==> config.mk <==
export PLATFORM = sky130hd
export DESIGN_NAME = cbr_mac
export DESIGN_NICKNAME = d
export VERILOG_FILES = /design/src/rtl/assert_macros.svh /design/src/rtl/cbr_pkg.sv /design/src/rtl/cbr_mac.sv
export SDC_FILE = /design/constraint.sdc
export NUM_CORES = 1
export LEC_CHECK = 0
export BUFFER_PORTS_ARGS = -buffer_cell sky130_fd_sc_hd__buf_2
export CORE_UTILIZATION = 51
export CTS_CLUSTER_SIZE = 12
export DETAILED_ROUTE_END_ITERATION = 10
export PLACE_DENSITY = 0.68
export SLEW_MARGIN = 20
export SYNTH_ARGS = -nofsm -noshare
export SYNTH_HDL_FRONTEND = slang
export SYNTH_SLANG_ARGS = --single-unit
export TNS_END_PERCENT = 20
==> constraint.sdc <==
create_clock -name aclk -period 7 [get_ports aclk]
set_input_delay 0.7 -clock aclk [delete_from_list [all_inputs] [get_ports aclk]]
set_output_delay 0.7 -clock aclk [all_outputs]
set_load 0.02 [all_outputs]
==> src/rtl/assert_macros.svh <==
// ----------------------------------------------------------------------------
// Assertion macros
// Shared concurrent assertion helpers for the convolution engine RTL.
// ----------------------------------------------------------------------------
`ifndef ASSERT_MACROS_SVH
`define ASSERT_MACROS_SVH

`ifndef NO_ASSERTIONS

// prop must hold at every clock edge outside reset
`define ASSERT_HOLDS(label, clk, rstn, prop) \
    label: assert property (@(posedge clk) disable iff (!rstn) (prop)) \
        else $error("assertion failed");

// when ante holds, cons must hold in the next cycle
`define ASSERT_NEXT(label, clk, rstn, ante, cons) \
    label: assert property (@(posedge clk) disable iff (!rstn) (ante) |=> (cons)) \
        else $error("assertion failed");

`else

`define ASSERT_HOLDS(label, clk, rstn, prop)
`define ASSERT_NEXT(label, clk, rstn, ante, cons)

`endif

`endif

==> src/rtl/cbr_pkg.sv <==
// ----------------------------------------------------------------------------
// cbr_pkg
// Types and constants shared by the convolution engine modules.
// ----------------------------------------------------------------------------
package cbr_pkg;

    localparam int CALC_W  = 20;   // address arithmetic width
    localparam int ACC_W   = 40;   // Q24.16 accumulator
    localparam int WORD_W  = 16;   // Q8.8 word
    localparam int PROD_W  = 32;
    localparam int VALUE_W = 15;
    localparam int INDEX_W = 14;

    localparam logic [1:0] REQ_IMAGE   = 2'd0;
    localparam logic [1:0] REQ_WEIGHT  = 2'd1;
    localparam logic [1:0] REQ_BIAS    = 2'd2;
    localparam logic [1:0] REQ_COMPUTE = 2'd3;

    localparam logic [2:0] CFG_IN_CHANNELS  = 3'd0;
    localparam logic [2:0] CFG_OUT_CHANNELS = 3'd1;
    localparam logic [2:0] CFG_IN_SIDE      = 3'd2;
    localparam logic [2:0] CFG_OUT_SIDE     = 3'd3;
    localparam logic [2:0] CFG_KERNEL_SIDE  = 3'd4;
    localparam logic [2:0] CFG_STEP         = 3'd5;
    localparam logic [2:0] CFG_PAD          = 3'd6;

    typedef struct packed {
        logic [4:0] in_channels;
        logic [4:0] out_channels;
        logic [5:0] in_side;
        logic [5:0] out_side;
        logic [2:0] kernel_side;
        logic [2:0] step;
        logic [1:0] pad;
    } cfg_t;

    typedef struct packed {
        logic              en;
        logic [1:0]        sel;
        logic [CALC_W-1:0] addr;
        logic [WORD_W-1:0] data;
    } store_wr_t;

    typedef struct packed {
        logic              en;
        logic [CALC_W-1:0] ia;
        logic [CALC_W-1:0] wa;
    } rd_req_t;

    typedef struct packed {
        logic in_ready;
        logic acc_clear;
        logic result_load;
    } seq_ctl_t;

    typedef struct packed {
        logic [VALUE_W-1:0] value;
        logic               sat;
    } result_t;

endpackage

==> src/rtl/cbr_mac.sv <==
// ----------------------------------------------------------------------------
// cbr_mac
// Shared multiply-accumulate unit with bias add, rectify and unsigned Q7.8 saturation.
// ----------------------------------------------------------------------------
module cbr_mac (
    input  logic                              aclk,
    input  logic                              aresetn,
    input  logic                              rd_issue,
    input  logic                              acc_clear,
    input  logic signed [cbr_pkg::WORD_W-1:0] img_word,
    input  logic signed [cbr_pkg::WORD_W-1:0] wgt_word,
    input  logic signed [cbr_pkg::WORD_W-1:0] bias_word,
    output logic                              busy,
    output cbr_pkg::result_t                  result
);

    localparam int ACC_W  = cbr_pkg::ACC_W;
    localparam int PROD_W = cbr_pkg::PROD_W;
    localparam int WORD_W = cbr_pkg::WORD_W;

    logic                     stage1_reg;
    logic                     stage2_reg;
    logic signed [PROD_W-1:0] prod_reg;
    logic [ACC_W-1:0]         acc_reg;
    logic [ACC_W-1:0]         bias_term;
    logic [ACC_W-1:0]         sum;
    logic                     over;

    always_ff @(posedge aclk) begin
        if (!aresetn) begin
            stage1_reg <= 1'b0;
            stage2_reg <= 1'b0;
        end else begin
            stage1_reg <= rd_issue;
            stage2_reg <= stage1_reg;
        end
    end

    always_ff @(posedge aclk) begin
        prod_reg <= img_word * wgt_word;
        if (acc_clear) begin
            acc_reg <= '0;
        end else if (stage2_reg) begin
            acc_reg <= acc_reg + {{(ACC_W-PROD_W){prod_reg[PROD_W-1]}}, prod_reg};
        end
    end

    // bias moves to Q24.16
    assign bias_term = {{(ACC_W-WORD_W-8){bias_word[WORD_W-1]}}, bias_word, 8'b0};
    assign sum       = acc_reg + bias_term;
    assign over      = |sum[ACC_W-2:cbr_pkg::VALUE_W+8];

    always_comb begin
        if (sum[ACC_W-1]) begin
            result.value = '0;
            result.sat   = 1'b0;
        end else if (over) begin
            result.value = '1;
            result.sat   = 1'b1;
        end else begin
            result.value = sum[cbr_pkg::VALUE_W+7:8];
            result.sat   = 1'b0;
        end
    end

    assign busy = stage1_reg || stage2_reg;

endmodule

==> run metrics <==
worst min-delay path class=register to register; Max clock buf depth=2; skew final=roughly 0.0056 ns; die area=0.03240 mm²; Synth Area in XOR/XNOR=under 10%; vias per inst=roughly 5.5; adder-cell share of the synthesized area=about 44%; Antenna diodes=0; Layout Utilization=a little under three fifths; status=finished clean; Setup TNS Final=0 ns; IO buf count=68; asr flop ratio synth=0%; initial antenna violation count=0; hold_sp=stage1_reg$_SDFF_PN0_; Setup Buffers After CTS=0; first-pass iteration count of the detailed router=7; Sink Count=74; Critical R2R Capture=acc_reg[36]$_SDFFE_PP0P_; Clock transition at path regs=around 0.060 ns; GPL Wtd Cong=approximately 0.96; WHS Path Cells=1; CTS root buffer=clkbuf_16; Ports=69; Arr. time, crit path=about 7 ns; global route total overflow=0; MaxCap Viol Count=0; fill count=approximately 2.9k; post-synth cell types=90; Die X=roughly 180 µm; crit end category=register; drt total wl=roughly 36000 µm; crit-path cells=buf_2 -> nand2_1 -> inv_1 -> fa_1 -> inv_1 -> fa_1 -> fa_1 -> inv_1 -> fa_1 -> fa_1 -> inv_1 -> fa_1 -> inv_1 -> ha_1 -> a21oi_1 -> o21ai_0 -> a2111oi_0 -> o311ai_0 -> a211oi_1 -> nor3_1 -> or3_1 -> a21oi_1 -> xnor2_1; Final min period=6.565 ns; Compound-Gate Fraction of Synth Area=approximately 14%; CP startpoint kind=input pin; crit path kind=input pin to register; post-DP HPWL=between 30000 and 40000 µm; Final #Nets=between 2k and 2.5k; max reg flops=40; Min Hold Slack=about 0.45 ns; largest family of logic cells by synthesized area=adder cells; Worst path max stage delay=about 0.70 ns; TritonCTS clock tree=done; Critical Path RT=7.27 ns; RR Startpoint=acc_reg[0]$_SDFFE_PP0P_; cell mode on critical path=fa_1; max-slew violations=0; row count=64; Routed wire per std cell=~16 µm; cts bufs inserted=9; total core area=about 0.03 mm²; Worst R2R Setup Slack=3.70 ns; register area=0.001483 mm²; # resized after CTS=0; layout cells sized above 1=slightly below 7%; post-synthesis mux area share=1.611%; Post-CTS Hold Fix Bufs=0; Skew-Pair Late Insertion Delay=~0.34 ns; Die Y=180.0 µm; # DRC=0; Worst path slowest cell=fa_1; final hold vios=0; fin crit share=around 94%; Top FF cell, synth=dfxtp_1; top-area cell type share of the netlist area=about a third; simple logic cell fraction of the synthesized area=around 17%; first-pass GRT wire length=61910 µm; layout overhead on the synthesized area=6.233%; syn nets=about 2.3k; Starting DRT DRC Count=~640; crit path max fanout=13; post-synthesis area per instance=8.711 µm²; Netlist Area Pre-Place=0.01616 mm²; RSZ-0062 raised after global routing=false; vias=around 13k; Post-synth EDFFs=0; setup violators final=0; Slew HR=33.46%; Worst-Margin Slew=between 0.9 and 1 ns; fmax=0.1523 GHz; H-tree depth=3; largest net degree at the start of global routing=between 60 and 70; vias in the first global route=roughly 13k; R2R depth=13; register area share after synthesis=between 9 and 10%; Cells after Synth=~1.9k; synthesis-stage register bit count=74; Hold Path End=stage2_reg$_SDFF_PN0_; Initial Util=52.27%; area of the multi-input gates=0.01314 mm²; synth warn=0; ANT nets after route=0; dominant cell type by area after synthesis=fa_1; Total GRT Usage=about a quarter; ranking of synthesized cells by area=fa_1 33%, ha_1 12%, dfxtp_1 9.2%, inv_1 8.0%, and2_1 4.7%
-- routing by layer --
layer  part of all wire, %  global-route usage [%]  up-vias
met3                   4.9                   2.593       29
met4                   1.2                   5.172        0
met1                    49                   32.72     6104
met2                    45                   38.54      327
li1                      -                       -     6117
met5                     0                       0        -
-- metrics by stage --
stage	worst slack (ns)	std cells	area [µm²]
2_1_floorplan	0.5404	1855	16160
3_3_place_gp	0.2142	2280	16860
3_5_place_dp	0.09849	2280	16860
4_1_cts	0.4600	2296	17170
5_1_grt	0.02711	2296	17170
6_report	0.4348	2296	17170
-- layout by cell type (no fill, tap or decap), types with 6 or more instances in the layout --
cell type,synthesis,routed
clkbuf_16,0,9
mux2i_1,26,26
a211oi_1,16,16
or3_1,9,9
a211o_1,10,10
a21oi_1,90,90
o211ai_1,11,11
xnor2_1,50,50
or2_2,7,7
a31oi_1,21,21
nand2_1,172,172
o311ai_0,7,7
ha_1,152,152
xor2_1,26,26
and2_1,121,121
nor3_1,17,17
o21ai_0,45,45
fa_1,264,264
nand2b_1,33,33
nor2_1,80,80
nand3_1,25,25
and3_1,10,10
nand4_1,10,10
inv_1,343,343
o21a_1,20,20
a21o_1,37,37
buf_4,2,15
o31ai_1,6,6
nor2b_1,11,11
buf_2,2,68
dfxtp_1,74,73
o21bai_1,11,11
-- critical path, delay by kind of cell --
family,cells,cell delay (ns)
and+or+nand+nor,3,0.63
adders and majority gates,7,3.31
buffers and inverters,6,0.59
xor gates and xnor gates,1,0.13
AOI/OAI and AO/OA,6,1.48
-- synth_stat cells (4+ instances only) --
cell / instances
inv_1: 343
fa_1: 264
nand2_1: 172
ha_1: 152
and2_1: 121
a21oi_1: 90
nor2_1: 80
dfxtp_1: 74
xnor2_1: 50
o21ai_0: 45
clkbuf_1: 44
a21o_1: 37
nand2b_1: 33
mux2i_1: 26
xor2_1: 26
nand3_1: 25
a31oi_1: 21
o21a_1: 20
nor3_1: 17
a211oi_1: 16
nor2b_1: 11
o211ai_1: 11
o21bai_1: 11
a211o_1: 10
and3_1: 10
nand4_1: 10
or3_1: 9
o311ai_0: 7
or2_2: 7
o31ai_1: 6
a221oi_1: 5
nor3b_1: 5
and3_2: 4
o2111ai_1: 4
o221ai_1: 4
-- area by class of cell --
type	instances	share of cell area, %
repair buffers	83	2.639
multi-input cells	1383	76.54
well taps	396	2.887
clock buffers	9	1.312
flip-flops and latches	74	8.638
clock inverters	7	0.4592
inverters	344	7.522
-- kinds of logic (layout without fill, tap and decap cells) --
group           count (synthesis)  after routing
mux                            26             26
xor+xnor                       76             76
fa+ha+maj                     416            416
simple gates                  528            528
flops                          74             74
compound gates                337            337
buf+inv                       398            443
-- worst max path at each step --
stage | from | end | slack [ns] | cells after the start
floorplan | img_word[15] | prod_reg[31]$_DFF_P_ | 0.54 | 23
global placement | wgt_word[1] | prod_reg[31]$_DFF_P_ | 0.21 | 23
detailed placement | wgt_word[1] | prod_reg[31]$_DFF_P_ | 0.1 | 21
CTS | wgt_word[1] | prod_reg[31]$_DFF_P_ | 0.46 | 23
global route | wgt_word[1] | prod_reg[31]$_DFF_P_ | 0.03 | 23
finish | wgt_word[1] | prod_reg[31]$_DFF_P_ | 0.43 | 23
Power is left out: the tool's default activity adds up to more than one toggle a clock period on the data nets, which glitch-free logic cannot reach.
