## src/rtl/assert_macros.svh

```systemverilog
// ----------------------------------------------------------------------------
// Assertion macros
// Shared concurrent assertion helpers for the convolution engine RTL.
// ----------------------------------------------------------------------------
`ifndef ASSERT_MACROS_SVH
`define ASSERT_MACROS_SVH

`ifndef NO_ASSERTIONS

// prop must hold at every clock edge outside reset
`define ASSERT_HOLDS(label, clk, rstn, prop) \
    label: assert property (@(posedge clk) disable iff (!rstn) (prop)) \
        else $error("assertion failed");

// when ante holds, cons must hold in the next cycle
`define ASSERT_NEXT(label, clk, rstn, ante, cons) \
    label: assert property (@(posedge clk) disable iff (!rstn) (ante) |=> (cons)) \
        else $error("assertion failed");

`else

`define ASSERT_HOLDS(label, clk, rstn, prop)
`define ASSERT_NEXT(label, clk, rstn, ante, cons)

`endif

`endif

```

## src/rtl/cbr_pkg.sv

```systemverilog
// ----------------------------------------------------------------------------
// cbr_pkg
// Types and constants shared by the convolution engine modules.
// ----------------------------------------------------------------------------
package cbr_pkg;

    localparam int CALC_W  = 20;   // address arithmetic width
    localparam int ACC_W   = 40;   // Q24.16 accumulator
    localparam int WORD_W  = 16;   // Q8.8 word
    localparam int PROD_W  = 32;
    localparam int VALUE_W = 15;
    localparam int INDEX_W = 14;

    localparam logic [1:0] REQ_IMAGE   = 2'd0;
    localparam logic [1:0] REQ_WEIGHT  = 2'd1;
    localparam logic [1:0] REQ_BIAS    = 2'd2;
    localparam logic [1:0] REQ_COMPUTE = 2'd3;

    localparam logic [2:0] CFG_IN_CHANNELS  = 3'd0;
    localparam logic [2:0] CFG_OUT_CHANNELS = 3'd1;
    localparam logic [2:0] CFG_IN_SIDE      = 3'd2;
    localparam logic [2:0] CFG_OUT_SIDE     = 3'd3;
    localparam logic [2:0] CFG_KERNEL_SIDE  = 3'd4;
    localparam logic [2:0] CFG_STEP         = 3'd5;
    localparam logic [2:0] CFG_PAD          = 3'd6;

    typedef struct packed {
        logic [4:0] in_channels;
        logic [4:0] out_channels;
        logic [5:0] in_side;
        logic [5:0] out_side;
        logic [2:0] kernel_side;
        logic [2:0] step;
        logic [1:0] pad;
    } cfg_t;

    typedef struct packed {
        logic              en;
        logic [1:0]        sel;
        logic [CALC_W-1:0] addr;
        logic [WORD_W-1:0] data;
    } store_wr_t;

    typedef struct packed {
        logic              en;
        logic [CALC_W-1:0] ia;
        logic [CALC_W-1:0] wa;
    } rd_req_t;

    typedef struct packed {
        logic in_ready;
        logic acc_clear;
        logic result_load;
    } seq_ctl_t;

    typedef struct packed {
        logic [VALUE_W-1:0] value;
        logic               sat;
    } result_t;

endpackage

```

## src/rtl/cbr_seq.sv

```systemverilog
// ----------------------------------------------------------------------------
// cbr_seq
// Sequencer: takes requests, walks kernel taps and input channels, and
// generates store addresses for the shared MAC.
// ----------------------------------------------------------------------------
`include "assert_macros.svh"

module cbr_seq #(
    parameter int MAX_OUT_CHANNELS = 16
) (
    input  logic                               aclk,
    input  logic                               aresetn,
    input  cbr_pkg::cfg_t                      cfg,
    input  logic                               s_valid,
    input  logic [1:0]                         req_type,
    input  logic [9:0]                         load_addr,
    input  logic [15:0]                        load_value,
    input  logic [4:0]                         out_row,
    input  logic [4:0]                         out_col,
    input  logic [3:0]                         out_chan,
    input  logic                               out_free,
    input  logic                               mac_busy,
    output cbr_pkg::seq_ctl_t                  ctl,
    output cbr_pkg::store_wr_t                 wr,
    output cbr_pkg::rd_req_t                   rd,
    output logic [cbr_pkg::CALC_W-1:0]         bias_addr,
    output logic [cbr_pkg::INDEX_W-1:0]        result_index
);

    localparam int CALC_W = cbr_pkg::CALC_W;

    localparam logic [2:0] ST_IDLE  = 3'd0;
    localparam logic [2:0] ST_SET1  = 3'd1;
    localparam logic [2:0] ST_SET2  = 3'd2;
    localparam logic [2:0] ST_TAP   = 3'd3;
    localparam logic [2:0] ST_CHAN  = 3'd4;
    localparam logic [2:0] ST_DRAIN = 3'd5;
    localparam logic [2:0] ST_FIN   = 3'd6;

    logic [2:0] state_reg, state_next;

    logic [3:0]         ochan_reg;
    logic [4:0]         ocol_reg;
    logic signed [9:0]  r0_reg, c0_reg;
    logic [11:0]        plane_reg;
    logic [5:0]         kk_reg;
    logic [11:0]        osq_reg;
    logic [10:0]        orow_os_reg;
    logic [8:0]         ocic_reg;
    logic [14:0]        wch_reg;
    logic [cbr_pkg::INDEX_W-1:0] index_reg;
    logic [2:0]         kr_reg, kc_reg;
    logic [4:0]         ic_reg;
    logic [CALC_W-1:0]  ia_reg, wa_reg;

    logic               accept, in_range, start;
    logic [7:0]         row_step, col_step;
    logic [11:0]        plane_full, osq_full;
    logic [5:0]         kk_full;
    logic [10:0]        orow_os_full;
    logic [8:0]         ocic_full;
    logic [16:0]        chan_off, index_full;
    logic [14:0]        wch_full;
    logic signed [9:0]  tap_r, tap_c;
    logic               tap_ok;
    logic [11:0]        row_off;
    logic [5:0]         kr_off;
    logic               kr_done, kc_last, ic_last;

    assign accept   = (state_reg == ST_IDLE) && s_valid;
    assign in_range = ({1'b0, out_chan} < cfg.out_channels)
                   && (CALC_W'(out_chan) < CALC_W'(MAX_OUT_CHANNELS))
                   && ({1'b0, out_row} < cfg.out_side)
                   && ({1'b0, out_col} < cfg.out_side);
    assign start    = accept && req_type == cbr_pkg::REQ_COMPUTE && in_range;

    assign row_step     = out_row * cfg.step;
    assign col_step     = out_col * cfg.step;
    assign plane_full   = cfg.in_side * cfg.in_side;
    assign osq_full     = cfg.out_side * cfg.out_side;
    assign kk_full      = cfg.kernel_side * cfg.kernel_side;
    assign orow_os_full = out_row * cfg.out_side;

    assign ocic_full  = ochan_reg * cfg.in_channels;
    assign chan_off   = ochan_reg * osq_reg;
    assign index_full = chan_off + 17'(orow_os_reg) + 17'(ocol_reg);
    assign wch_full   = ocic_reg * kk_reg;

    assign tap_r   = r0_reg + signed'({7'b0, kr_reg});
    assign tap_c   = c0_reg + signed'({7'b0, kc_reg});
    assign tap_ok  = !tap_r[9] && (tap_r[8:0] < 9'(cfg.in_side))
                  && !tap_c[9] && (tap_c[8:0] < 9'(cfg.in_side))
                  && (cfg.in_channels != 5'd0);
    assign row_off = tap_r[5:0] * cfg.in_side;
    assign kr_off  = kr_reg * cfg.kernel_side;

    assign kr_done = kr_reg >= cfg.kernel_side;
    assign kc_last = kc_reg == cfg.kernel_side - 3'd1;
    assign ic_last = ic_reg == cfg.in_channels - 5'd1;

    always_comb begin
        state_next = state_reg;
        unique case (state_reg)
            ST_IDLE:  if (start) state_next = ST_SET1;
            ST_SET1:  state_next = ST_SET2;
            ST_SET2:  state_next = ST_TAP;
            ST_TAP: begin
                if (kr_done) begin
                    state_next = ST_DRAIN;
                end else if (tap_ok) begin
                    state_next = ST_CHAN;
                end
            end
            ST_CHAN:  if (ic_last) state_next = ST_TAP;
            ST_DRAIN: if (!mac_busy) state_next = ST_FIN;
            ST_FIN:   if (out_free) state_next = ST_IDLE;
            default:  state_next = ST_IDLE;
        endcase
    end

    always_ff @(posedge aclk) begin
        if (!aresetn) begin
            state_reg <= ST_IDLE;
        end else begin
            state_reg <= state_next;
        end
    end

    always_ff @(posedge aclk) begin
        case (state_reg)
            ST_IDLE: begin
                if (start) begin
                    ochan_reg   <= out_chan;
                    ocol_reg    <= out_col;
                    r0_reg      <= signed'(10'(row_step) - 10'(cfg.pad));
                    c0_reg      <= signed'(10'(col_step) - 10'(cfg.pad));
                    plane_reg   <= plane_full;
                    kk_reg      <= kk_full;
                    osq_reg     <= osq_full;
                    orow_os_reg <= orow_os_full;
                end
            end
            ST_SET1: begin
                ocic_reg  <= ocic_full;
                index_reg <= index_full[cbr_pkg::INDEX_W-1:0];
            end
            ST_SET2: begin
                wch_reg <= wch_full;
                kr_reg  <= '0;
                kc_reg  <= '0;
            end
            ST_TAP: begin
                if (!kr_done) begin
                    if (tap_ok) begin
                        ia_reg <= CALC_W'(row_off) + CALC_W'(tap_c[5:0]);
                        wa_reg <= CALC_W'(wch_reg) + CALC_W'(kr_off) + CALC_W'(kc_reg);
                        ic_reg <= '0;
                    end else if (kc_last) begin
                        kc_reg <= '0;
                        kr_reg <= kr_reg + 3'd1;
                    end else begin
                        kc_reg <= kc_reg + 3'd1;
                    end
                end
            end
            ST_CHAN: begin
                ia_reg <= ia_reg + CALC_W'(plane_reg);
                wa_reg <= wa_reg + CALC_W'(kk_reg);
                ic_reg <= ic_reg + 5'd1;
                if (ic_last) begin
                    if (kc_last) begin
                        kc_reg <= '0;
                        kr_reg <= kr_reg + 3'd1;
                    end else begin
                        kc_reg <= kc_reg + 3'd1;
                    end
                end
            end
            default: ;
        endcase
    end

    assign ctl.in_ready    = state_reg == ST_IDLE;
    assign ctl.acc_clear   = state_reg == ST_SET1;
    assign ctl.result_load = (state_reg == ST_FIN) && out_free;

    assign wr.en   = accept && req_type != cbr_pkg::REQ_COMPUTE;
    assign wr.sel  = req_type;
    assign wr.addr = CALC_W'(load_addr);
    assign wr.data = load_value;

    assign rd.en = state_reg == ST_CHAN;
    assign rd.ia = ia_reg;
    assign rd.wa = wa_reg;

    assign bias_addr    = CALC_W'(ochan_reg);
    assign result_index = index_reg;

    `ASSERT_HOLDS(a_chan_bounds, aclk, aresetn, state_reg == ST_CHAN |-> (kr_reg < cfg.kernel_side && kc_reg < cfg.kernel_side && ic_reg < cfg.in_channels))
    `ASSERT_HOLDS(a_fin_drained, aclk, aresetn, state_reg == ST_FIN |-> !mac_busy)
    `ASSERT_NEXT(a_load_stays_idle, aclk, aresetn, accept && req_type != cbr_pkg::REQ_COMPUTE, state_reg == ST_IDLE)

endmodule

```

## config.mk

```make
export PLATFORM = sky130hd
export DESIGN_NAME = cbr_seq
export DESIGN_NICKNAME = d
export VERILOG_FILES = /design/src/rtl/cbr_pkg.sv /design/src/rtl/cbr_seq.sv
export VERILOG_INCLUDE_DIRS = /design/src /design/src/rtl
export SDC_FILE = /design/constraint.sdc
export NUM_CORES = 1
export LEC_CHECK = 0
export ABC_AREA = 1
export ABC_CLOCK_PERIOD_IN_PS = 16400
export CAP_MARGIN = 20
export CORE_MARGIN = 1.5
export CORE_UTILIZATION = 55
export DETAILED_ROUTE_END_ITERATION = 6
export DONT_BUFFER_PORTS = 1
export MAX_ROUTING_LAYER = met4
export PLACE_DENSITY = 0.7
export SYNTH_ARGS = -nofsm -noshare
export SYNTH_HDL_FRONTEND = slang
export SYNTH_SLANG_ARGS = --single-unit
```

## constraint.sdc

```tcl
create_clock -name aclk -period 16.4 [get_ports aclk]
set_input_delay 4.92 -clock aclk [delete_from_list [all_inputs] [get_ports aclk]]
set_output_delay 4.92 -clock aclk [all_outputs]
set_load 0.01 [all_outputs]
```

==> out/metrics.csv, run 1 <==
stage,metric,value,unit
cells_and_area,area_delta_synth_final,3.81,%
clocking,cts-root-buf,clkbuf_16,
synth,syn_inst,2093,
synth,avgSynthCellArea,8.43,sq um
cells_and_area,drive_gt1_share,3.74,%
clocking,htree_levels,4,
clocking,clock_sinks,157,
clocking,hold_buffers,0,
clocking,post-cts-setup-buffers,0,
routing,first_pass_iters,5,
floorplan,row_count,65,
clocking,clk_latency,0.44,ns
synth,synthSimpleGateAreaFrac,16.2,%
synth,ys_seq_area_share,26.5,%
power_and_ir_drop,pwr_density_cell,176,nW/um^2
setup_path,path_delay_family,simple AND/OR/NAND/NOR gates,
run,max_cap_viol_count,0,
synth,netlist_area,17600,sq um
floorplan,initial_core_util,55.9,%
routing,drt_first_iter_violations,649,
timing,max_slew_margin,41.8,%
synth,synth_fa_ha_area_share,32.5,%
global_routing,grt_usage,23.1,%
synth,ys_ff_latch,157,
setup_path,cp_num_buf_inv,1,
routing,avgRoutedWirePerCell,14.5,microns
floorplan,chipWidth,182,microns
setup_path,crit_chain,inv_1 > nor4_1,
routing,wl,35.7,mm
clocking,cts_resized,0,
synth,synth_xor_area_share,4.86,%
setup_path,crit_required,11.48,ns
place,dp_hpwl,28.7,mm
power_and_ir_drop,irDropWorstVdd,215,uV
setup_path,ff2ff_path_depth,21,
floorplan,core-area,31600,sq um
synth,muxShareOfSynthArea,0,%
timing,fin_crit,10.25,ns
timing,rsz0062_at_grt,no,
cells_and_area,fill_cells,2822,
timing,fin_tns_setup,0,ns
setup_path,max_stage_delay,0.38,ns
timing,fmax,0.0975,GHz
timing,fin_worst_skew,0.0121,ns
setup_path,start_kind,input port,
timing,whs,0.625,ns
cells_and_area,num-nets-final,2507,
timing,hold_violations,0,
routing,via_count,12700,
setup_path,cp_slowest_cell,nor4_1,
clocking,cts_tree,yes,
setup_path,worstSetupEndpointType,output port,
global_routing,first_global_vias,13000,
worst_hold_path,hold_path_class,reg -> reg,
synth,async_reset_ff_share,0,%
routing,routed_via_density,5.18,
floorplan,die-area,33200,sq um
global_routing,grt_overflow_total,0,
synth,synth_top_cell_area_share,26.2,%
power_and_ir_drop,total_power,3220,uW
timing,setup_viol,0,
synth,ys.flop_type,edfxtp_1,
setup_path,critPathMaxFanout,2,
global_routing,grt_pass1_wl,59.9,mm
timing,period_share,62.5,%
cells_and_area,multi_input_comb_area,10800,sq um
timing,drv_slew,0,
place,portBuffers,0,
power_and_ir_drop,leakagePower,0.00979,uW
synth,yosys.area.top_type,edfxtp_1,
synth,synth_edf_count,154,
routing,ant_nets,0,
synth,yosys.cell_types.count,54,
synth,synth_area_leaders,"edfxtp_1, ha_1, fa_1, inv_1, nand2_1",
synth,synth_compound_gate_area_share,7.02,%
worst_hold_path,holdPathStages,2,
routing,drc,0,
setup_path,path_depth,2,
setup_path,cp.arrival,5.33,ns
cells_and_area,antenna_cells,0,
global_routing,grt_max_degree,66,
run_status,outcome,"finished, final reports clean",
clocking,clkSlewWorstSetupHoldPaths,0.06,ns
clocking,numCtsBuffers,17,
synth,synth_warnings,0,
cells_and_area,final_util,58.1,%
global_routing,antenna_found_initial,0,
setup_path,path_class,in -> out,
timing,worstMarginPinSlew,0.873,ns
cells_and_area,seq_area,4680,sq um
floorplan,io_pins,194,
synth,synth_top_family_by_area,adder cells,
place,gp_congestion,0.924,
clocking,max-clock-path-buffers,2,
floorplan,die_y,182,microns
logic make-up after synthesis:
kind of cell               Yosys count
buffers and inverters              549
adders and majority gates          383
and+or+nand+nor                    684
AOI/OAI and AO/OA                  221
other                                1
DFF                                157
xor gates and xnor gates            98
synthesized netlist by cell type (40+ instances only):
cell,instances
a21oi_1,104
o21ai_0,55
xor2_1,58
edfxtp_1,154
nand3_1,52
fa_1,125
inv_1,448
buf_4,54
nand2_1,447
xnor2_1,40
nor2_1,126
ha_1,258
routing by layer:
layer / share of wire [%] / GRT usage [%]
met2: 49 / 40.1
met1: 43 / 27.0
met3: 5.9 / 5.11
met5: 0 / -
met4: 1.9 / 6.48
tightest hold or removal path, delay by kind of cell (launching register included):
| kind | cells | cell delay (ns) |
|---|---|---|
| AOI/OAI and AO/OA | 1 | 0.12 |
| buffers and inverters | 1 | 0.06 |
| DFF | 1 | 0.32 |
layout make-up:
class	instances	share of cell area [%]
Tap cell	402	2.75
Sequential cell	157	25.6
Multi-Input combinational cell	1412	59.0
Clock inverter	11	0.792
Inverter	454	9.30
Timing Repair Buffer	5	0.225
Clock buffer	20	2.38
placed cells by master, fill, tap and decap left out, types with 52 or more instances in the layout:
| cell type | Yosys | layout |
|---|---|---|
| edfxtp_1 | 154 | 154 |
| o21ai_0 | 55 | 55 |
| nor2_1 | 126 | 125 |
| nand3_1 | 52 | 52 |
| nand2_1 | 447 | 447 |
| ha_1 | 258 | 258 |
| xor2_1 | 58 | 58 |
| a21oi_1 | 104 | 104 |
| inv_1 | 448 | 447 |
| fa_1 | 125 | 125 |
power by group:
| group | switching, uW | internal [uW] | total, uW |
|---|---|---|---|
| clock | 163 | 238 | 401 |
| sequential | 139 | 672 | 811 |
| combinational | 1210 | 799 | 2010 |
| total | 1510 | 1710 | 3220 |
worst paths after layout:
check        slack [ns]                    start                 endpoint
max reg2reg       10.59  kr_reg[0]$_SDFFCE_PN0P_     ia_reg[10]$_DFFE_PP_
min                0.62  ic_reg[4]$_SDFFCE_PN0P_  ic_reg[4]$_SDFFCE_PN0P_
max                6.15                 out_free                   ctl[0]
min reg2reg        0.62  ic_reg[4]$_SDFFCE_PN0P_  ic_reg[4]$_SDFFCE_PN0P_
through the flow:
step,cell area (sq um),setup WS [ns],instances
after detailed placement,17700,6.14,2430
after CTS,18300,6.14,2461
after global routing,18300,6.13,2461
after global placement,17700,6.15,2429
after floorplan,17700,6.18,2118
final,18300,6.15,2461
Note: power is estimated with default switching activity, not from simulation.
==> inputs of run 2 (changes only) <==
--- a/config.mk
+++ b/config.mk
@@ -7,7 +7,7 @@
 export NUM_CORES = 1
 export LEC_CHECK = 0
 export ABC_AREA = 1
-export ABC_CLOCK_PERIOD_IN_PS = 16400
+export ABC_CLOCK_PERIOD_IN_PS = 10400
 export CAP_MARGIN = 20
 export CORE_MARGIN = 1.5
 export CORE_UTILIZATION = 55
==> constraint.sdc (replaced) <==
create_clock -name aclk -period 10.4 [get_ports aclk]
set_input_delay 3.12 -clock aclk [delete_from_list [all_inputs] [get_ports aclk]]
set_output_delay 3.12 -clock aclk [all_outputs]
set_load 0.01 [all_outputs]
==> run 2 against run 1 <==
Against the previous run:
- non-clock buffer count unchanged
- clock power up 69%
- sequential share of layout area down 0.054 points
- critical endpoint unchanged
- largest cell class unchanged
==> out/metrics.csv, run 2 (synthesis gave the netlist of run 1 again) <==
stage,metric,value,unit
floorplan,die_y,182,microns
routing,routed_via_density,5.22,
setup_path,max_stage_delay,0.76,ns
run,max_cap_viol_count,0,
global_routing,grtUsageMet3,4.91,%
clocking,hold_buffers,0,
timing,fmax,0.142,GHz
clocking,cts_tree,yes,
place,portBuffers,0,
global_routing,grt_usage,23.0,%
setup_path,start_kind,input port,
timing,fin_crit,7.06,ns
place,dp_hpwl,28.5,mm
worst_hold_path,holdCritStartpoint,ic_reg[4]$_SDFFCE_PN0P_,
setup_path,critPathMaxFanout,2,
clocking,cts_resized,0,
power_and_ir_drop,sw_frac_of_total,47.4,%
timing,rsz0062_at_grt,no,
power_and_ir_drop,pwr-share-clk,13.2,%
setup_path,regToRegEndpoint,ia_reg[10]$_DFFE_PP_,
floorplan,die-area,33200,sq um
setup_path,path_delay_family,simple AND/OR/NAND/NOR gates,
floorplan,row_count,65,
routing,wl,35.7,mm
routing,drt_first_iter_violations,796,
global_routing,first_global_vias,12800,
global_routing,met2_usage,38.2,%
worst_hold_path,holdPathStages,2,
run_status,outcome,"finished, final reports clean",
setup_path,crit_chain,inv_1 > nor4_1,
floorplan,io_pins,194,
global_routing,grt_max_degree,46,
cells_and_area,layout.cells.non_filler,2462,
cells_and_area,final_cell_mix,"nand2_1, inv_1, ha_1",
power_and_ir_drop,p_int,2700,uW
routing,via_count,12800,
cells_and_area,num-nets-final,2507,
clocking,post-cts-setup-buffers,0,
timing,worstMarginPinSlew,0.981,ns
cells_and_area,antenna_cells,0,
routing,drc,0,
setup_path,timing.rr.start,kr_reg[0]$_SDFFCE_PN0P_,
worst_hold_path,holdPathEnd,ic_reg[4]$_SDFFCE_PN0P_,
worst_hold_path,hold_path_class,reg -> reg,
cells_and_area,final_util,58.2,%
setup_path,cp.arrival,3.94,ns
floorplan,core-area,31600,sq um
timing,max_slew_margin,34.0,%
global_routing,antenna_found_initial,0,
timing,period_share,67.9,%
timing,drv_slew,0,
routing,ant_nets,0,
floorplan,initial_core_util,55.9,%
clocking,clk_latency,0.46,ns
global_routing,grt_pass1_wl,59.3,mm
setup_path,cp_num_buf_inv,1,
place,dpl.cell_count,2430,
power_and_ir_drop,irDropWorstVdd,253,uV
setup_path,timing.reg2reg.setup_slack,4.56,ns
routing,avgRoutedWirePerCell,14.5,microns
cells_and_area,area_delta_synth_final,4.03,%
power_and_ir_drop,seqPwrFrac,24.9,%
clocking,htree_levels,4,
setup_path,path_class,in -> out,
power_and_ir_drop,power_frac_comb,61.9,%
setup_path,cp_slowest_cell,nor4_1,
setup_path,ff2ff_path_depth,21,
clocking,max-clock-path-buffers,2,
cells_and_area,drive_gt1_share,3.98,%
timing,setup_viol,0,
clocking,clock_sinks,157,
timing,fin_worst_skew,0.0151,ns
global_routing,gr-usage-met1,27.5,%
power_and_ir_drop,leakagePower,0.00981,uW
global_routing,top_usage_layer,met2,
power_and_ir_drop,p_switching,2430,uW
clocking,numCtsBuffers,17,
timing,fin_tns_setup,0,ns
timing,hold_violations,0,
setup_path,crit_required,7.28,ns
power_and_ir_drop,pwr_density_cell,280,nW/um^2
global_routing,grt_overflow_total,0,
clocking,cts-root-buf,clkbuf_16,
floorplan,chipWidth,182,microns
clocking,clkSlewWorstSetupHoldPaths,0.07,ns
setup_path,crit_start,out_free,
setup_path,worstSetupEndpointType,output port,
routing,first_pass_iters,5,
place,gp_congestion,0.868,
==> run 2: cell types whose count changed in the layout (fill, tap and decap cells not counted), sizes merged <==
| cell | delta |
|---|---|
| clkinv | -4 |
| clkbuf | -3 |
| inv | +8 |
==> run 2: layer usage <==
layer	vias up	wire (microns)
met3	59	2160
met2	295	17000
met1	6074	15600
li1	6415	-
met4	0	959
met5	-	0
==> run 2: how the worst max path moves through the flow <==
stage | slack, ns | endpoint | depth (start not counted)
2_1_floorplan | 1.99 | ia_reg[0]$_DFFE_PP_ | 12
3_3_place_gp | 3.11 | ia_reg[10]$_DFFE_PP_ | 19
3_5_place_dp | 3.09 | ia_reg[10]$_DFFE_PP_ | 19
4_1_cts | 3.40 | ctl[0] | 2
5_1_grt | 3.24 | ia_reg[10]$_DFFE_PP_ | 19
6_report | 3.34 | ctl[0] | 2
==> run 2: stage by stage <==
stage	power, uW	hold WS [ns]	setup WS, ns	area, sq um
finish	5140	0.641	3.34	18400
global route	5700	0.676	3.24	18400
CTS	5160	0.631	3.40	18400
detailed placement	4440	0.615	3.09	17700
global placement	4340	0.597	3.11	17700
floorplan	3770	0.571	1.99	17700
==> run 2: final cells by class <==
| cell class | instances | area (sq um) |
|---|---|---|
| Timing Repair Buffer | 5 | 41.3 |
| Multi-Input combinational cell | 1412 | 10800 |
| Inverter | 454 | 1700 |
| Clock buffer | 17 | 425 |
| Fill cell | 2804 | 13200 |
| Clock inverter | 15 | 195 |
| Tap cell | 402 | 503 |
| Sequential cell | 157 | 4680 |
==> run 2: power groups by stage <==
stage | sequential (uW) | clock, uW | combinational [uW]
CTS | 1280 | 692 | 3200
detailed placement | 1290 | 0 | 3150
global placement | 1280 | 0 | 3050
finish | 1280 | 679 | 3180
floorplan | 1230 | 0 | 2540
global route | 1300 | 714 | 3680
